File: config.mk
export PLATFORM = sky130hd
export DESIGN_NAME = s3tc_block_decoder
export DESIGN_NICKNAME = d
export VERILOG_FILES = /design/src/design/s3tc_pkg.sv /design/src/design/s3tc_block_decoder.sv
export SDC_FILE = /design/constraint.sdc
export NUM_CORES = 2
export LEC_CHECK = 0
export BUFFER_PORTS_ARGS = -buffer_cell sky130_fd_sc_hd__buf_4
export CORE_MARGIN = 3
export CORE_UTILIZATION = 40
export DETAILED_ROUTE_END_ITERATION = 10
export PLACE_DENSITY = 0.68
export REMOVE_ABC_BUFFERS = 1
export SLEW_MARGIN = 20
export SYNTH_ARGS = -nofsm -noshare
export SYNTH_HDL_FRONTEND = slang
export SYNTH_SLANG_ARGS = --single-unit
File: constraint.sdc
create_clock -name clk -period 10.33 [get_ports clk]
set_input_delay 0.5165 -clock clk [delete_from_list [all_inputs] [get_ports clk]]
set_output_delay 0.5165 -clock clk [all_outputs]
set_load 0.01 [all_outputs]
File: src/design/s3tc_pkg.sv
package s3tc_pkg;

    // block format codes
    localparam logic [1:0] FMT_DXT1 = 2'd0;
    localparam logic [1:0] FMT_DXT3 = 2'd1;
    localparam logic [1:0] FMT_DXT5 = 2'd2;

    // register index, taken from paddr[2]
    localparam logic REG_BLOCK_FORMAT = 1'b0;

    typedef struct packed {
        logic [63:0] alpha_bits;
        logic [63:0] color_bits;
    } s3tc_in_t;

    typedef struct packed {
        logic [1:0]  row_number;
        logic [31:0] texel_zero;
        logic [31:0] texel_one;
        logic [31:0] texel_two;
        logic [31:0] texel_three;
        logic        last_row;
    } s3tc_out_t;

    // floor(v*255/31) = 8v + floor(7v/31), the quotient by reciprocal multiply
    function automatic logic [7:0] expand5(input logic [4:0] v);
        logic [7:0]  v7;
        logic [17:0] prod;
        v7   = {v, 3'b000} - {3'b000, v};
        prod = 18'(v7) * 18'd529;
        return {v, 3'b000} + {5'd0, prod[16:14]};
    endfunction

    // floor(g*255/63) = 4g + floor(g/21)
    function automatic logic [7:0] expand6(input logic [5:0] g);
        logic [1:0] q;
        if (g >= 6'd63)
            q = 2'd3;
        else if (g >= 6'd42)
            q = 2'd2;
        else if (g >= 6'd21)
            q = 2'd1;
        else
            q = 2'd0;
        return {g, 2'b00} + {6'd0, q};
    endfunction

    // floor(x/3) for x up to 765
    function automatic logic [7:0] div3(input logic [9:0] x);
        logic [19:0] prod;
        prod = 20'(x) * 20'd683;
        return prod[18:11];
    endfunction

    // floor(x/5) for x up to 1275
    function automatic logic [7:0] div5(input logic [10:0] x);
        logic [22:0] prod;
        prod = 23'(x) * 23'd3277;
        return prod[21:14];
    endfunction

    // floor(x/7) for x up to 1785
    function automatic logic [7:0] div7(input logic [10:0] x);
        logic [22:0] prod;
        prod = 23'(x) * 23'd2341;
        return prod[21:14];
    endfunction

endpackage

File: src/design/s3tc_block_decoder.sv
// S3TC block decoder (DXT1, DXT3, DXT5)
//
// Input channel: one compressed 4x4 block (alpha half and colour half) is
// taken at a rising edge where start is high and busy is low. The block is
// held in an input register while the four texel rows are decoded, one row
// per cycle, into a result register.
// Result channel: result_valid marks a row result for exactly one cycle;
// rows come in order 0..3 on consecutive cycles and row 3 has last_row set.
// The receiver cannot stall, so nothing waits on the output side.
// Each row is decoded combinationally from the input register and held in the result register.
// Blocks: the single row decoder is shared by the four rows, so a new
// block waits for the current one; busy drops while row 3 is decoded so
// the next block enters right behind the current one.
// Configuration: block_format at APB byte address 0 (0 DXT1, 1 DXT3,
// 2 DXT5, 3 decodes as DXT5), to be written only while idle, which the
// block does not enforce; it is sampled with each accepted block.
// Reset: rst_n clears the row sequencer, result_valid and block_format.
module s3tc_block_decoder
    import s3tc_pkg::*;
(
    input  logic        clk,
    input  logic        rst_n,
    input  logic        start,
    output logic        busy,
    input  s3tc_in_t    item,
    output logic        result_valid,
    output s3tc_out_t   result,
    input  logic        psel,
    input  logic        penable,
    input  logic        pwrite,
    input  logic [2:0]  paddr,
    input  logic [31:0] pwdata,
    output logic [31:0] prdata,
    output logic        pready
);

    logic [1:0]  format_cfg_reg;
    logic [1:0]  format_reg;
    s3tc_in_t    item_reg;
    logic        active_reg;
    logic [1:0]  row_reg;
    logic        result_valid_reg;
    s3tc_out_t   result_reg;
    s3tc_out_t   result_next;
    logic        accept;
    logic        cfg_write;

    logic [15:0] c0;
    logic [15:0] c1;
    logic [7:0]  a0;
    logic [7:0]  a1;
    logic        three_mode;
    logic [7:0]  pal_r [4];
    logic [7:0]  pal_g [4];
    logic [7:0]  pal_b [4];
    logic [7:0]  pal_a [4];
    logic [7:0]  apal  [8];
    logic [31:0] texel [4];

    // configuration port
    assign pready    = 1'b1;
    assign cfg_write = psel && penable && pwrite && pready;
    assign prdata    = (paddr[2] == REG_BLOCK_FORMAT) ? {30'd0, format_cfg_reg} : 32'd0;

    always_ff @(posedge clk or negedge rst_n)
    begin
        if (!rst_n)
            format_cfg_reg <= FMT_DXT1;
        else if (cfg_write && paddr[2] == REG_BLOCK_FORMAT)
            format_cfg_reg <= pwdata[1:0];
    end

    // input handshake
    assign busy   = active_reg && (row_reg != 2'd3);
    assign accept = start && !busy;

    // input register, sampled with the format
    always_ff @(posedge clk)
    begin
        if (accept)
        begin
            item_reg   <= item;
            format_reg <= format_cfg_reg;
        end
    end

    // row sequencer
    always_ff @(posedge clk or negedge rst_n)
    begin
        if (!rst_n)
        begin
            active_reg <= 1'b0;
            row_reg    <= 2'd0;
        end
        else if (accept)
        begin
            active_reg <= 1'b1;
            row_reg    <= 2'd0;
        end
        else if (active_reg)
        begin
            row_reg <= row_reg + 2'd1;
            if (row_reg == 2'd3)
                active_reg <= 1'b0;
        end
    end

    // colour palette
    assign c0 = item_reg.color_bits[15:0];
    assign c1 = item_reg.color_bits[31:16];
    assign three_mode = (format_reg == FMT_DXT1) && (c0 <= c1);

    always_comb
    begin
        pal_r[0] = expand5(c0[15:11]);
        pal_g[0] = expand6(c0[10:5]);
        pal_b[0] = expand5(c0[4:0]);
        pal_r[1] = expand5(c1[15:11]);
        pal_g[1] = expand6(c1[10:5]);
        pal_b[1] = expand5(c1[4:0]);
        pal_a[0] = 8'd255;
        pal_a[1] = 8'd255;
        pal_a[2] = 8'd255;
        if (three_mode)
        begin
            pal_r[2] = 8'((9'(pal_r[0]) + 9'(pal_r[1])) >> 1);
            pal_g[2] = 8'((9'(pal_g[0]) + 9'(pal_g[1])) >> 1);
            pal_b[2] = 8'((9'(pal_b[0]) + 9'(pal_b[1])) >> 1);
            pal_r[3] = 8'd0;
            pal_g[3] = 8'd0;
            pal_b[3] = 8'd0;
            pal_a[3] = 8'd0;
        end
        else
        begin
            pal_r[2] = div3({1'b0, pal_r[0], 1'b0} + 10'(pal_r[1]));
            pal_g[2] = div3({1'b0, pal_g[0], 1'b0} + 10'(pal_g[1]));
            pal_b[2] = div3({1'b0, pal_b[0], 1'b0} + 10'(pal_b[1]));
            pal_r[3] = div3(10'(pal_r[0]) + {1'b0, pal_r[1], 1'b0});
            pal_g[3] = div3(10'(pal_g[0]) + {1'b0, pal_g[1], 1'b0});
            pal_b[3] = div3(10'(pal_b[0]) + {1'b0, pal_b[1], 1'b0});
            pal_a[3] = 8'd255;
        end
    end

    // interpolated alpha palette
    assign a0 = item_reg.alpha_bits[7:0];
    assign a1 = item_reg.alpha_bits[15:8];

    always_comb
    begin
        apal[0] = a0;
        apal[1] = a1;
        if (a0 > a1)
        begin
            for (int s = 1; s <= 6; s++)
                apal[s + 1] = div7(11'(7 - s) * 11'(a0) + 11'(s) * 11'(a1));
        end
        else
        begin
            for (int s = 1; s <= 4; s++)
                apal[s + 1] = div5(11'(5 - s) * 11'(a0) + 11'(s) * 11'(a1));
            apal[6] = 8'd0;
            apal[7] = 8'd255;
        end
    end

    // texels of the current row
    always_comb
    begin
        for (int col = 0; col < 4; col++)
        begin
            logic [3:0] t;
            logic [1:0] ci;
            logic [3:0] a4;
            logic [2:0] ai;
            logic [7:0] alpha;
            t  = {row_reg, 2'(col)};
            ci = item_reg.color_bits[32 + 2 * t +: 2];
            a4 = item_reg.alpha_bits[4 * t +: 4];
            ai = item_reg.alpha_bits[16 + 3 * t +: 3];
            case (format_reg)
                FMT_DXT1: alpha = pal_a[ci];
                FMT_DXT3: alpha = {a4, a4};
                default:  alpha = apal[ai];
            endcase
            texel[col] = {alpha, pal_b[ci], pal_g[ci], pal_r[ci]};
        end
    end

    always_comb
    begin
        result_next.row_number  = row_reg;
        result_next.texel_zero  = texel[0];
        result_next.texel_one   = texel[1];
        result_next.texel_two   = texel[2];
        result_next.texel_three = texel[3];
        result_next.last_row    = (row_reg == 2'd3);
    end

    // result register
    always_ff @(posedge clk or negedge rst_n)
    begin
        if (!rst_n)
            result_valid_reg <= 1'b0;
        else
            result_valid_reg <= active_reg;
    end

    always_ff @(posedge clk)
    begin
        if (active_reg)
            result_reg <= result_next;
    end

    assign result_valid = result_valid_reg;
    assign result       = result_reg;

    // checks
    a_last_row_matches: assert property (@(posedge clk) disable iff (!rst_n)
        result_valid |-> (result.last_row == (result.row_number == 2'd3)))
        else $error("last_row does not match row 3");

    a_first_row_after_accept: assert property (@(posedge clk) disable iff (!rst_n)
        accept |-> ##2 (result_valid && result.row_number == 2'd0))
        else $error("row 0 missing two cycles after accept");

    a_rows_consecutive: assert property (@(posedge clk) disable iff (!rst_n)
        (result_valid && !result.last_row) |=>
            (result_valid && result.row_number == $past(result.row_number) + 2'd1))
        else $error("row results not consecutive");

    a_busy_only_active: assert property (@(posedge clk) disable iff (!rst_n)
        (active_reg && row_reg == 2'd3 && !accept) |=> !active_reg && !busy)
        else $error("sequencer did not return to idle after row 3");

endmodule

* Word-level counts from Yosys, hierarchy flattened *
Cells that the tools add are included.

word-level totals
  register bits = 267
  logic and storage cells = 211

operators by class
  $add $sub $neg = 38
  multipliers = 30
  order comparisons = 16
  eq/ne operators = 3
  shift-type cells = 12
  mux-type cells = 81
  bitwise gates (word level) = 9
  reduce and logical (&&, ||, !) cells = 9

operator list
  operator                                                               number
  8-bit two-way mux                                                      41
  8-bit binary-select mux with 2-bit select                              16
  64-bit by 7-bit indexed part select with 4-bit output                  4
  64-bit by 8-bit indexed part select with 2-bit output                  4
  64-bit by 8-bit indexed part select with 3-bit output                  4
  11-bit by 12-bit multiplier with 22-bit output, second input constant  10
  10-bit by 10-bit multiplier with 19-bit output, second input constant  6
  8-bit binary-select mux with 3-bit select                              4
  8-bit by 10-bit multiplier with 17-bit output, second input constant   4
  8-bit case mux with 2 select lines                                     4
  16-bit two-way mux                                                     3
  48-bit two-way mux                                                     1
  2-bit by 8-bit multiplier with 10-bit output, first input constant     4
  8-bit by 3-bit adder with 8-bit output                                 4
  8-bit by 5-bit subtractor with 8-bit output                            4
  8-bit by 9-bit adder with 10-bit output                                3
  9-bit by 8-bit adder with 10-bit output                                3
  5-bit by 6-bit adder with 7-bit output, first input constant           4
  6-bit by 5-bit adder with 7-bit output, first input constant           4
  8-bit by 8-bit adder with 9-bit output                                 3
  6-bit greater-or-equal comparator, second input constant               4
  10-bit by 10-bit adder with 11-bit output                              2
  3-bit by 8-bit multiplier with 11-bit output, first input constant     2
  8-bit by 2-bit adder with 8-bit output                                 2
  29 further kinds                                                       58

* Longest topological paths before layout *
  word-level depth = 11
  mapped depth = 49
  mapped depth without buffers = 46

* Worst setup path after synthesis *
OpenSTA, ideal clock, no wires.

  path kind = register -> register
  start = register item_reg (netlist bit c0[4])
  end = register result_reg (netlist bit result[119]), data pin
  setup time = 272 ps
  arrival time = 10,411 ps
  data required time = 10,058 ps
  setup slack = -353 ps
  stages on the path, launching flop included = 46
  path buffers = 2
  clock period less this slack = 10,683 ps
  path through = edfxtp_1 -> inv_1 -> ha_1 -> a211o_1 -> or3_1 -> xnor2_2 -> inv_1 -> ha_1 -> ha_1 -> ha_1 -> a21oi_1 -> a2bb2oi_1 -> nor2_1 -> o21a_1 -> a211oi_2 -> buf_2 -> xor2_1 -> ha_1 -> (+10 left out) -> inv_1 -> fa_1 -> inv_1 -> fa_1 -> inv_1 -> fa_1 -> inv_1 -> ha_1 -> a21o_1 -> a21o_1 -> a21o_1 -> a21o_1 -> a21oi_1 -> a21oi_1 -> o31a_1 -> or3_1 -> a31o_2 -> mux4_2

RTL lines
  element                 line                       source
  start, declared         s3tc_block_decoder.sv:39   s3tc_in_t item_reg;
  start signal, assigned  s3tc_block_decoder.sv:82   item_reg <= item;
  end signal, assigned    s3tc_block_decoder.sv:213  result_reg <= result_next;
  end, declared           s3tc_block_decoder.sv:43   s3tc_out_t result_reg;

==> metrics.csv <==
stage,metric,value,unit
worst_setup_path,crit-path most repeated cell,a21oi_2,
logic_synthesis,"flops & latches, synth",267,
outcome,outcome,"complete, no violations",
clocking,cts bufs inserted,37,
floorplanning,Core Box Area,125000,sq um
global_routing,largest net degree at the start of global routing,72,
worst_setup_path,Worst Path Arrival,10.28,ns
finish,flip-flop and latch area,8000,sq um
finish,max FFs per register,131,
logic_synthesis,Synth Flop Type,edfxtp_1,
global_routing,M3 GR Usage,5.26,%
worst_setup_path,"CP delay by family, top",adder cells,
floorplanning,Site Rows,129,
finish,Area growth syn-to-layout,13.0,%
worst_setup_path,Worst Setup End Kind,register,
detailed_routing,DRT iter0 DRCs,3148,
logic_synthesis,synthesized cell area,50500,sq um
worst_setup_path,Crit-path slowest cell,fa_1,
timing,Slew HR,21.9,%
global_routing,GRT Util Overall,22.9,%
global_routing,antenna violations before repair,18,
job,MaxCap Viol Count,0,
global_routing,met1 Use GR,30.4,%
global_routing,GRT Max-Usage Layer,met2,
timing,Setup-failing EPs final,0,
timing,Slew Limit Fails,0,
logic_synthesis,Syn Inst Count,5225,
floorplanning,Initial Utilization,40.6,%
global_routing,global-route wire length before repair,234000,um
finish,Filler cells,11700,
floorplanning,die area,131000,sq um
detailed_routing,via count,40800,
global_routing,met2 Usage GRT,36.7,%
detailed_routing,drt total wl,152000,um
timing,minimum clock period,9.95,ns
clocking,clock-pin slew on the worst setup and hold paths,0.07,ns
worst_setup_path,CP Launch Type,register,
detailed_routing,Routed wire per std cell,21.0,um
floorplanning,Die Span X,361,um
floorplanning,die height,361,um
logic_synthesis,Yosys warnings,0,
timing,Max Freq,101,MHz
timing,Final Hold Vio Count,0,
finish,ratio of cells with drive above 1 in the final layout,13.1,%
detailed_routing,post-route ant nets,0,
finish,fin nets,7347,
place,dpl hpwl,123000,um
timing,Slew @ Worst Pin,1.17,ns
worst_setup_path,WP buf/inv,5,
timing,crit share post-route,96.3,%
worst_setup_path,Crit Path Category,reg -> reg,
detailed_routing,First-pass DRT Iterations,9,
global_routing,GRT overflow,0,
clocking,CTS tree,done,
global_routing,number of global-route vias before repair,41000,
finish,multi-input combinational cell area,39500,sq um
clocking,Root Buffer Master,clkbuf_16,
detailed_routing,# DRC,0,
logic_synthesis,register area share after synthesis,15.8,%
worst_setup_path,Worst EP required,10.67,ns
finish,final core occ,45.8,%
logic_synthesis,"Avg Cell Area, Syn",9.67,sq um
logic_synthesis,Post-synth EDFFs,261,
clocking,worst-skew pair later-pin latency,0.62,ns
clocking,CTS Buffer Depth,3,
logic_synthesis,Cell variety after synth,99,
logic_synthesis,async set-reset flop share out of synthesis,2.25,%
clocking,H-tree depth,2,
place,# port buffers,271,
worst_setup_path,CP Max Fanout,8,
worst_setup_path,Critical Path Max Stage Delay,0.52,ns
floorplanning,I/O pin cnt,335,
place,Placer Congestion,1.01,
detailed_routing,vias per inst,5.64,
timing,Clock Skew,0.0330,ns
clocking,CTS sink cnt,267,
worst_hold_path,HP Class,in -> reg,
==> stage by stage <==
step | cells | setup WS, ns | setup TNS [ns] | hold WS (ns) | cell area (sq um)
global route | 7234 | -0.0775 | -0.815 | 0.0472 | 57100
CTS | 7216 | 0.00817 | 0 | 0.0491 | 56400
floorplan | 5088 | -0.449 | -10.63 | 0.221 | 49900
detailed placement | 7147 | -0.0411 | -0.0879 | 0.333 | 55200
global placement | 7147 | 0.131 | 0 | 0.334 | 55200
finish | 7237 | 0.382 | 0 | 0.0692 | 57100
==> worst paths after layout <==
path,start,end,slack [ns],depth (start not counted)
worst max-delay path,c0[1],result[86],0.38,42
worst min-delay path,item[6],c0[6],0.07,1
worst max register to register,c0[1],result[86],0.38,42
worst min register to register,format_cfg_reg[0],format_reg[0],0.58,0
max in group asynchronous,rst_n,row_reg[0],9.95,2
min in group asynchronous,rst_n,active_reg,0.24,2
==> layer usage <==
| metal | up-vias | share of wire [%] |
|---|---|---|
| li1 | 19100 | - |
| met1 | 19700 | 42 |
| met2 | 1676 | 44 |
| met3 | 314 | 9.7 |
| met4 | 12 | 3.7 |
| met5 | - | 0.057 |
==> synthesized netlist by cell type (all sizes together) (36+ instances only) <==
cell type | n | area share [%]
a211oi | 60 | 0.95
a21o | 96 | 1.4
a21oi | 295 | 2.9
a31oi | 44 | 0.54
buf | 61 | 0.75
clkbuf | 105 | 0.78
edfxtp | 261 | 16
fa | 363 | 14
ha | 1248 | 31
inv | 775 | 5.8
mux2i | 65 | 1.3
mux4 | 56 | 2.5
nand2 | 247 | 1.8
nand3 | 62 | 0.61
nor2 | 303 | 2.3
nor3 | 75 | 0.74
o211ai | 36 | 0.53
o21ai | 216 | 2.1
o21bai | 59 | 0.88
xnor2 | 224 | 4.0
xor2 | 98 | 1.7
==> placed cells by master, fill, tap and decap left out, types with 28 or more instances in the layout <==
cell type	count
ha_1	1231
inv_1	767
buf_4	436
fa_1	363
nor2_1	296
a21oi_1	278
edfxtp_1	261
nand2_1	246
xnor2_1	210
o21ai_0	200
a21o_1	96
xor2_1	96
nor3_1	67
mux2i_1	62
nand3_1	60
o21bai_1	59
mux4_2	56
a211oi_1	53
a31oi_1	43
clkbuf_16	38
o211ai_1	36
o22ai_1	34
nand4_1	33
conb_1	31
o21a_1	28
==> layout make-up <==
| type | count | share of cell area [%] |
|---|---|---|
| diodes | 4 | 0.0175 |
| clock buffers | 43 | 1.77 |
| clock inverters | 25 | 0.447 |
| inverters | 778 | 5.11 |
| multi-input cells | 4043 | 69.2 |
| flip-flops and latches | 267 | 14.0 |
| well taps | 1637 | 3.59 |
| repair buffers | 440 | 5.81 |
==> repair_timing <==
item | in CTS | in global routing
gates resized for setup | 3 | 100
pin swaps | 0 | 59
buffers inserted | 0 | 17
hold buffers | 1 | 0
hold endpoints to repair | 6 | 0
endpoints found under the setup margin | 7 | 60
gates cloned | 0 | 0
==> logic make-up after synthesis <==
kind of cell	count (synthesis)	share of synthesized area (%)
buffers and inverters	944	7.31
AOI/OAI and AO/OA	1044	13.4
and+or+nand+nor	888	8.08
xor gates and xnor gates	324	5.75
DFF	267	15.8
muxes	141	4.24
other	2	0.0149
adders and majority gates	1615	45.4
Power is not shown: default switching activity piles up to over one toggle a cycle in this logic, so the estimate is an artifact.
